**src/rtl/core/ifd_pkg.sv**
```systemverilog
// ifd_pkg: shared types and constants for the IMU fall detector.
// Transaction structs, register indexes and reset levels.
// No dependencies.
`timescale 1ns / 1ps
`default_nettype none

package ifd_pkg;

  localparam int unsigned AxisW   = 16;
  localparam int unsigned LevelW  = 16;
  localparam int unsigned GyroW   = 17;
  localparam int unsigned SqW     = 32;
  localparam int unsigned CfgAddrW = 2;
  localparam int unsigned CfgDataW = 17;

  localparam logic [CfgAddrW-1:0] RegFreeFall = 2'd0;
  localparam logic [CfgAddrW-1:0] RegImpact   = 2'd1;
  localparam logic [CfgAddrW-1:0] RegGyro     = 2'd2;
  localparam logic [CfgAddrW-1:0] RegCooldown = 2'd3;

  localparam logic OpSample = 1'b0;
  localparam logic OpTick   = 1'b1;

  // reset levels, squared where the compare works on squared magnitude
  localparam logic [SqW-1:0]    FreeFallSqRst = 32'd49000000;
  localparam logic [SqW-1:0]    ImpactSqRst   = 32'd324000000;
  localparam logic [GyroW-1:0]  GyroRst       = 17'd2000;
  localparam logic [LevelW-1:0] CooldownRst   = 16'd3000;
  localparam logic [LevelW-1:0] ElapsedMax    = 16'hFFFF;

  typedef struct packed {
    logic                    op;
    logic signed [AxisW-1:0] accel_x;
    logic signed [AxisW-1:0] accel_y;
    logic signed [AxisW-1:0] accel_z;
    logic signed [AxisW-1:0] gyro_x;
    logic signed [AxisW-1:0] gyro_y;
    logic signed [AxisW-1:0] gyro_z;
  } in_item_t;

  typedef struct packed {
    logic fall_detected;
    logic free_fall_armed;
  } out_item_t;

  function automatic logic [AxisW-1:0] abs16(input logic signed [AxisW-1:0] v);
    logic [AxisW-1:0] r;
    r = v[AxisW-1] ? (~v + 1'b1) : v;
    return r;
  endfunction

endpackage

`default_nettype wire

```
**src/rtl/core/imu_fall_detector.sv**
```systemverilog
// imu_fall_detector: threshold fall detection on raw six-axis samples.
// Uses ifd_pkg for transaction structs, register indexes and reset levels.
//
// Usage:
//   Input channel (in_valid/in_stall/in_data): each transaction is either a
//   one-millisecond tick (op = 1) or a sensor sample (op = 0).
//   Result channel (out_valid/out_stall/out_data): exactly one result per
//   input transaction, in order: fall_detected and the free-fall flag.
//   Config port (cfg_we/cfg_addr/cfg_wdata): free-fall level, impact level,
//   gyro spike level, cooldown in ms. Write only while the block is idle.
//   Throughput: one transaction per cycle while in_stall is low; three
//   16x16 squares in the first stage, one 32-bit add and compares plus
//   the state update in the second, then the output register.
//   Reset: pipeline emptied, flag cleared, elapsed counter at 0 (cooldown
//   active), levels back to defaults.
//   When out_stall is high the result holds; the two internal stages keep
//   filling, and in_stall rises only once both stages and the output hold
//   transactions.
`timescale 1ns / 1ps
`default_nettype none

module imu_fall_detector (
  input  wire logic                           clk,
  input  wire logic                           rst_n,
  input  wire logic                           in_valid,
  output logic                                in_stall,
  input  wire ifd_pkg::in_item_t              in_data,
  output logic                                out_valid,
  input  wire logic                           out_stall,
  output ifd_pkg::out_item_t                  out_data,
  input  wire logic                           cfg_we,
  input  wire logic [ifd_pkg::CfgAddrW-1:0]   cfg_addr,
  input  wire logic [ifd_pkg::CfgDataW-1:0]   cfg_wdata
);
  import ifd_pkg::*;

  // config
  logic [SqW-1:0]    ff_sq_r, im_sq_r;
  logic [GyroW-1:0]  gyro_lvl_r;
  logic [LevelW-1:0] cooldown_r;
  logic [SqW-1:0]    cfg_sq;

  // stage 1: input register
  logic     s1_valid_r;
  in_item_t s1_r;
  // stage 2: products
  logic             s2_valid_r;
  logic             s2_op_r;
  logic [SqW-1:0]   s2_horiz_r;
  logic [SqW-2:0]   s2_vert_r;
  logic             s2_az_neg_r;
  logic [GyroW-1:0] s2_gsum_r;
  // state
  logic              armed_r, armed_nxt;
  logic [LevelW-1:0] elapsed_r, elapsed_nxt;
  logic              out_valid_r;
  out_item_t         out_r, out_nxt;

  logic out_take, s2_ready, s1_ready, s1_load, s2_load, s2_adv;
  logic [AxisW-1:0] mx, my, mz, gx, gy, gz;
  logic [SqW-1:0]   horiz;
  logic [SqW-2:0]   vert;
  logic [GyroW-1:0] gsum;
  logic [SqW-1:0]   mag2;
  logic             spike, tilt, arm_now, fall;

  assign out_take = !out_valid_r || !out_stall;
  assign s2_ready = !s2_valid_r || out_take;
  assign s1_ready = !s1_valid_r || s2_ready;
  assign in_stall = !s1_ready;
  assign s1_load  = in_valid && s1_ready;
  assign s2_load  = s1_valid_r && s2_ready;
  assign s2_adv   = s2_valid_r && out_take;

  assign out_valid = out_valid_r;
  assign out_data  = out_r;

  // config writes
  assign cfg_sq = {16'd0, cfg_wdata[LevelW-1:0]} * {16'd0, cfg_wdata[LevelW-1:0]};

  always_ff @(posedge clk) begin
    if (!rst_n) begin
      ff_sq_r    <= FreeFallSqRst;
      im_sq_r    <= ImpactSqRst;
      gyro_lvl_r <= GyroRst;
      cooldown_r <= CooldownRst;
    end else if (cfg_we) begin
      unique case (cfg_addr)
        RegFreeFall: ff_sq_r    <= cfg_sq;
        RegImpact:   im_sq_r    <= cfg_sq;
        RegGyro:     gyro_lvl_r <= cfg_wdata;
        RegCooldown: cooldown_r <= cfg_wdata[LevelW-1:0];
        default: ;
      endcase
    end
  end

  // stage 1 math
  always_comb begin
    mx    = abs16(s1_r.accel_x);
    my    = abs16(s1_r.accel_y);
    mz    = abs16(s1_r.accel_z);
    gx    = abs16(s1_r.gyro_x);
    gy    = abs16(s1_r.gyro_y);
    gz    = abs16(s1_r.gyro_z);
    horiz = ({16'd0, mx} * {16'd0, mx}) + ({16'd0, my} * {16'd0, my});
    vert  = (SqW-1)'({16'd0, mz} * {16'd0, mz});
    gsum  = {1'b0, gx} + {1'b0, gy} + {1'b0, gz};
  end

  // stage 2 decision
  always_comb begin
    mag2        = s2_horiz_r + {1'b0, s2_vert_r};
    spike       = s2_gsum_r > gyro_lvl_r;
    tilt        = s2_az_neg_r || (s2_horiz_r > {1'b0, s2_vert_r});
    arm_now     = armed_r || (mag2 < ff_sq_r);
    fall        = 1'b0;
    armed_nxt   = armed_r;
    elapsed_nxt = elapsed_r;
    if (s2_op_r == OpTick) begin
      if (elapsed_r != ElapsedMax) elapsed_nxt = elapsed_r + 1'b1;
    end else if (elapsed_r >= cooldown_r) begin
      armed_nxt = arm_now;
      if (arm_now && (mag2 > im_sq_r) && (spike || tilt)) begin
        fall        = 1'b1;
        armed_nxt   = 1'b0;
        elapsed_nxt = '0;
      end
    end
    out_nxt.fall_detected   = fall;
    out_nxt.free_fall_armed = armed_nxt;
  end

  always_ff @(posedge clk) begin
    if (!rst_n) begin
      s1_valid_r  <= 1'b0;
      s2_valid_r  <= 1'b0;
      out_valid_r <= 1'b0;
      armed_r     <= 1'b0;
      elapsed_r   <= '0;
    end else begin
      if (s1_load) begin
        s1_valid_r <= 1'b1;
      end else if (s2_load) begin
        s1_valid_r <= 1'b0;
      end
      if (s2_load) begin
        s2_valid_r <= 1'b1;
      end else if (s2_adv) begin
        s2_valid_r <= 1'b0;
      end
      if (s2_adv) begin
        out_valid_r <= 1'b1;
        armed_r     <= armed_nxt;
        elapsed_r   <= elapsed_nxt;
      end else if (out_take) begin
        out_valid_r <= 1'b0;
      end
    end
  end

  // payload
  always_ff @(posedge clk) begin
    if (s1_load) s1_r <= in_data;
    if (s2_load) begin
      s2_op_r     <= s1_r.op;
      s2_horiz_r  <= horiz;
      s2_vert_r   <= vert;
      s2_az_neg_r <= s1_r.accel_z[AxisW-1];
      s2_gsum_r   <= gsum;
    end
    if (s2_adv) out_r <= out_nxt;
  end

endmodule

`default_nettype wire

```
**config.mk**
```make
export PLATFORM = sky130hd
export DESIGN_NAME = imu_fall_detector
export DESIGN_NICKNAME = d
export VERILOG_FILES = /design/src/rtl/core/ifd_pkg.sv /design/src/rtl/core/imu_fall_detector.sv
export SDC_FILE = /design/constraint.sdc
export NUM_CORES = 2
export LEC_CHECK = 0
export BUFFER_PORTS_ARGS = -buffer_cell sky130_fd_sc_hd__buf_2
export CAP_MARGIN = 20
export CORE_MARGIN = 3
export CORE_UTILIZATION = 65
export DETAILED_ROUTE_END_ITERATION = 16
export PLACE_DENSITY = 0.84
export SLEW_MARGIN = 20
export SYNTH_ARGS = -nofsm -noshare
export SYNTH_HDL_FRONTEND = slang
export SYNTH_SLANG_ARGS = --single-unit
```
**constraint.sdc**
```tcl
create_clock -name clk -period 9.6 [get_ports clk]
set_input_delay 0.48 -clock clk [delete_from_list [all_inputs] [get_ports clk]]
set_output_delay 0.48 -clock clk [all_outputs]
set_load 0.02 [all_outputs]
```
-- After elaboration in Yosys (flattened, before gate mapping)
Index checks and enable logic that the tools add are counted.
- order comparisons: 5
- bitwise operators: 7
- multiply operators: 4
- reduce and logical (&&, ||, !) cells: 28
- multiplexer cells: 20
- add/sub/neg operators: 11
- equal/unequal tests: 5
- operators with widths (cell ; number):
    $mux W16 ; 10
    $add A16 B1 Y16 const B ; 7
    $mul A16 B16 Y32 ; 3
    $not A16 Y16 ; 6
    $add A32 B31 Y32 ; 1
    $add A32 B32 Y32 ; 1
    $gt A32 B31 Y1 ; 1
    $gt A32 B32 Y1 ; 1
    $lt A32 B32 Y1 ; 1
    $mul A16 B16 Y31 ; 1
    $add A16 B16 Y17 ; 1
    $add A17 B16 Y17 ; 1
    $gt A17 B17 Y1 ; 1
    $ge A16 B16 Y1 ; 1
    $ne A16 B16 Y1 const B ; 1
    $mux W1 ; 10
    $reduce_bool A2 Y1 ; 5
    $reduce_and A2 Y1 ; 4
    $logic_or A1 B1 Y1 ; 6
    $logic_and A1 B1 Y1 ; 5
    $logic_not A1 Y1 ; 5
    $eq A2 B2 Y1 const B ; 2
    $reduce_and A4 Y1 ; 1
    $eq A2 B1 Y1 const B ; 1
    other kinds (4) ; 4
- input port bits: 121
- bits in registers: 298
- output and inout bits: 4
- logic and storage cells: 103

-- Depth between registers and ports, before layout
- depth after elaboration: 8
- mapped depth: 34
- depth with buffers taken out: 32

-- Worst setup path after synthesis
No wires, ideal clock.
- path type: register to register
- start point: register s1_r[64] (netlist name)
- end point: register s2_horiz_r[31], data pin
- library setup time: 0.260 ns
- stages on the path, launching flop included: 31
- arrival: 8.221 ns
- slack: 1.119 ns
- path through: edfxtp_1 > inv_1 > clkbuf_1 > ha_1 > nand2b_1 > or3_1 > o21ai_0 > xor2_1 > inv_2 > nand2_1 > fa_1 > fa_1 > inv_1 > fa_1 > fa_1 > fa_1 > fa_1 > fa_1 > inv_1 > fa_1 > inv_1 > ha_1 > and4_1 > and3_1 > a41o_1 > a21oi_1 > a31oi_1 > o41ai_2 > o2111ai_1 > a21oi_1 > xnor2_1
- cells in the longest elaborated chain, start to end: 5
- RTL lines (item ; line ; source):
    start: declaration ; imu_fall_detector.sv:45 ; in_item_t s1_r;
    start signal: assignment ; imu_fall_detector.sv:164 ; if (s1_load) s1_r <= in_data;
    $not A16 Y16 ; ifd_pkg.sv:48 ; r = v[AxisW-1] ? (~v + 1'b1) : v;
    $add A16 B1 Y16 ; ifd_pkg.sv:48 ;
    $mux W16 (*) ; ifd_pkg.sv:48 ;
    $mul A16 B16 Y32 (*) ; imu_fall_detector.sv:106 ; horiz = ({16'd0, mx} * {16'd0, mx}) + ({16'd0, my} * {16'd0, my});
    $add A32 B32 Y32 (*) ; imu_fall_detector.sv:106 ;
    net horiz[31] ; imu_fall_detector.sv:61 ; logic [SqW-1:0] horiz;
    end signal: assignment ; imu_fall_detector.sv:167 ; s2_horiz_r <= horiz;
    end: declaration ; imu_fall_detector.sv:49 ; logic [SqW-1:0] s2_horiz_r;
Mark *: on every way through the listed nets, which the timed path passes. The rest lies on a longest branch.
A chain may end at the register's enable or synchronous reset.

-- Worst setup path in the final report
- start point: register s1_r[80] (netlist name)
- end point: register s2_horiz_r[29], data pin
The elaborated chain is that of the path after synthesis.

==> results by group <==
Status
  • Status: completed

Layout
  • Final net count: roughly 6400
  • Post-route cell area: 48800 um2
  • Layout area overhead: 7.14%
  • Share of cells above drive strength 1: 0.0586
  • Commonest non-fill, non-tap cell in the layout: inv_1
  • Most frequent cells in the layout: 1181 x inv_1, 729 x fa_1, 555 x ha_1, 439 x nand2_1, 343 x nor2_1
  • FILL cells: 5044

Placement
  • PortBufs: 124
  • GPL Wtd Cong: between 0.9 and 1
  • Post-detail-place hpwl: 87800 um
  • Placed inst area: 47400 um2

Detailed routing
  • Total Wirelength: between 100000 and 150000 um
  • Vias per cell: around 5.7
  • Wire per inst: 17.9 um
  • Antenna-violating nets left: 0
  • First DRT Iteration DRCs: 2644
  • Via count: 34000
  • First drt pass iteration count: 7
  • Residual DRC: 0

Clock tree
  • CTS sink cnt: 295
  • Hold buffer count at CTS: 0
  • Root buf cell: clkbuf_16
  • CTS tree: built
  • H-tree depth: 2
  • Skew-Pair Late Insertion Delay: 0.59 ns
  • CTS Buf Count: 37
  • Max Buffers Root-to-Sink: 3
  • CTS clk-pin slew, worst paths: 0.07 ns

Critical path
  • Critical Path Most Common Cell: fa_1
  • CP Data Arrival Time: about 9.5 ns
  • CP Capture Type: register
  • Worst path slowest cell: fa_1
  • Worst setup SP type: register
  • Buffers & Inverters on Critical Path: 6
  • Required time of the worst setup path: 9.92 ns
  • CP top delay family: adder cells
  • Crit Path Category: register to register
  • Maximum fanout along the worst path: 9
  • Critical Path Max Stage Delay: approximately 0.55 ns

Timing
  • Final Hold Fails: 0
  • Fin crit period: 9.21 ns
  • Worst-margin pin slew: 1.10 ns
  • Relative slew slack: 0.267
  • Clock Skew: 0.0328 ns
  • Max Freq: 0.109 GHz
  • Fin crit share: 0.960
  • Final setup viols: 0
  • Slew Limit Fails: 0

Global route
  • GR Util met2: 0.528
  • Total gr overflow: 0
  • GR peak layer: met2
  • Largest net degree at the start of global routing: 78
  • Met1 Use GR: 0.372
  • Global-route wire length before repair: ~180000 um
  • Number of global-route vias before repair: ~37000
  • Total track usage: 0.303
  • Initial antenna violation count: 2
  • GR Layer Usage met3: 0.0474

Worst hold path
  • HP Class: input port to register

Synthesis
  • Syn Std Cell Area: 45500 um2
  • Synth Flop Type: edfxtp_1
  • Yosys warns: 0
  • EDFF count, synth: between 150 and 200
  • Syn_area_per_cell: just over 9 um2
  • Fraction of synthesis flops using an asynchronous set or reset pin: 0
  • Sequential fraction of the synthesis area: 0.169
  • Yosys reg bits: 295
  • Distinct cell type count after synthesis: 84
  • Gate Count Post-Synth: 4882

Floorplanning
  • Core area: 68900 um2
  • DIE AREA: between 70000 and 80000 um2
  • Boundary pin count: roughly 130
  • Rows: 96
  • Initial core utilization: 0.660
  • Die width: 271 um
  • Die Y: 271 um

Job
  • Max Cap Viol: 0
cell families (layout without fill, tap and decap cells):
family / count (synthesis) / in the layout / synth area share
other: 2 / 38 / 0.000165
XOR/XNOR: 226 / 226 / 0.0436
AO/OA/AOI/OAI: 607 / 607 / 0.0879
adder cells (fa/ha/maj): 1284 / 1284 / 0.473
AND/OR/NAND/NOR: 1150 / 1150 / 0.115
multiplexers: 14 / 14 / 0.00324
buffers and inverters: 1304 / 1452 / 0.108
flip-flops: 295 / 295 / 0.169
worst paths after layout:
kind                     from              to  slack, ns  depth (start not counted)
setup / recovery     s1_r[80]  s2_horiz_r[29]       0.39                         29
hold / removal    in_data[78]        s1_r[78]       0.06                          1
hold reg to reg      s1_r[96]         s2_op_r       0.43                          0
setup reg to reg     s1_r[80]  s2_horiz_r[29]       0.39                         29
per-layer routing:
layer  share of wire  vias to the layer above
li1                -                    15700
met1            0.38                    16700
met2            0.50                     1305
met3           0.074                      336
met4           0.050                        0
met5               0                        -
metrics by stage:
stage	setup WS (ns)	hold slack, ns	TNS, ns	utilization	instances
floorplan	1.12	0.400	0	-	4916
global placement	0.567	0.407	0	0.688	5923
detailed placement	0.267	0.420	0	0.688	5923
CTS	0.241	0.0389	0	0.706	5989
global route	-0.0345	0.0499	-0.0345	0.707	5997
finish	0.388	0.0637	0	0.707	5997
registers in the layout, summed over array words and instances (netlist names):
name	cells
s1_r	97
s2_horiz_r	32
ff_sq_r	31
im_sq_r	31
s2_vert_r	30
gyro_lvl_r	17
s2_gsum_r	17
cooldown_r	16
elapsed_r	16
out_data	2
armed_r	1
out_valid	1
s1_valid_r	1
s2_az_neg_r	1
s2_op_r	1
s2_valid_r	1
synth_stat cells, types with 6 or more instances:
cell      count  area [um2]
inv_1      1182        4440
fa_1        729       14600
ha_1        555        6940
nand2_1     439        1650
nor2_1      344        1290
a21oi_1     184         921
edfxtp_1    180        5410
xnor2_1     120        1050
dfxtp_1     115        2300
xor2_1      105         920
o21ai_0      95         475
clkbuf_1     88         330
a21o_1       83         623
and2_1       63         394
nand3_1      59         295
o211ai_1     55         413
nor3_1       44         220
nand4_1      34         213
nand2b_1     31         194
o21bai_1     27         203
a211oi_1     24         180
and3_1       24         150
or3_1        24         150
nor2b_1      23         144
o31ai_1      18         135
clkinv_1     17        63.8
a31oi_1      16         100
nor4_1       15        93.8
o21a_1       15         113
or2_2        13        81.3
o41ai_1      12         105
a311oi_1     10        87.6
inv_2         9        33.8
mux2i_1       8        80.1
a31o_2        6        52.6
mux2_2        6        67.6
worst register-to-register path, delay by kind of cell, from the launching register on:
kind / cells / cell delay, ns
and+or+nand+nor: 3 / 0.82
AOI/OAI and AO/OA: 8 / 1.84
DFF: 1 / 0.46
xor gates and xnor gates: 2 / 0.27
buffers and inverters: 6 / 1.07
adders and majority gates: 10 / 4.50
final cells by class:
cell class              instances  area (um2)  share of cell area
diodes                          2        5.00            0.000103
clock buffers                  45        1030              0.0211
clock inverters                21         238             0.00487
inverters                    1208        4540              0.0930
multi-input cells            3317       33100               0.678
flip-flops and latches        295        7710               0.158
well taps                     931        1160              0.0239
repair buffers                178        1030              0.0210
timing repair:
item                                   4_1_cts  5_1_grt
endpoints found under the hold margin        0        0
gates resized for setup                      0        6
setup endpoints to repair                    0        6
buffers inserted                             0        5
Power is left out: the tool's default activity adds up to more than one toggle a clock period on the data nets, which glitch-free logic cannot reach.
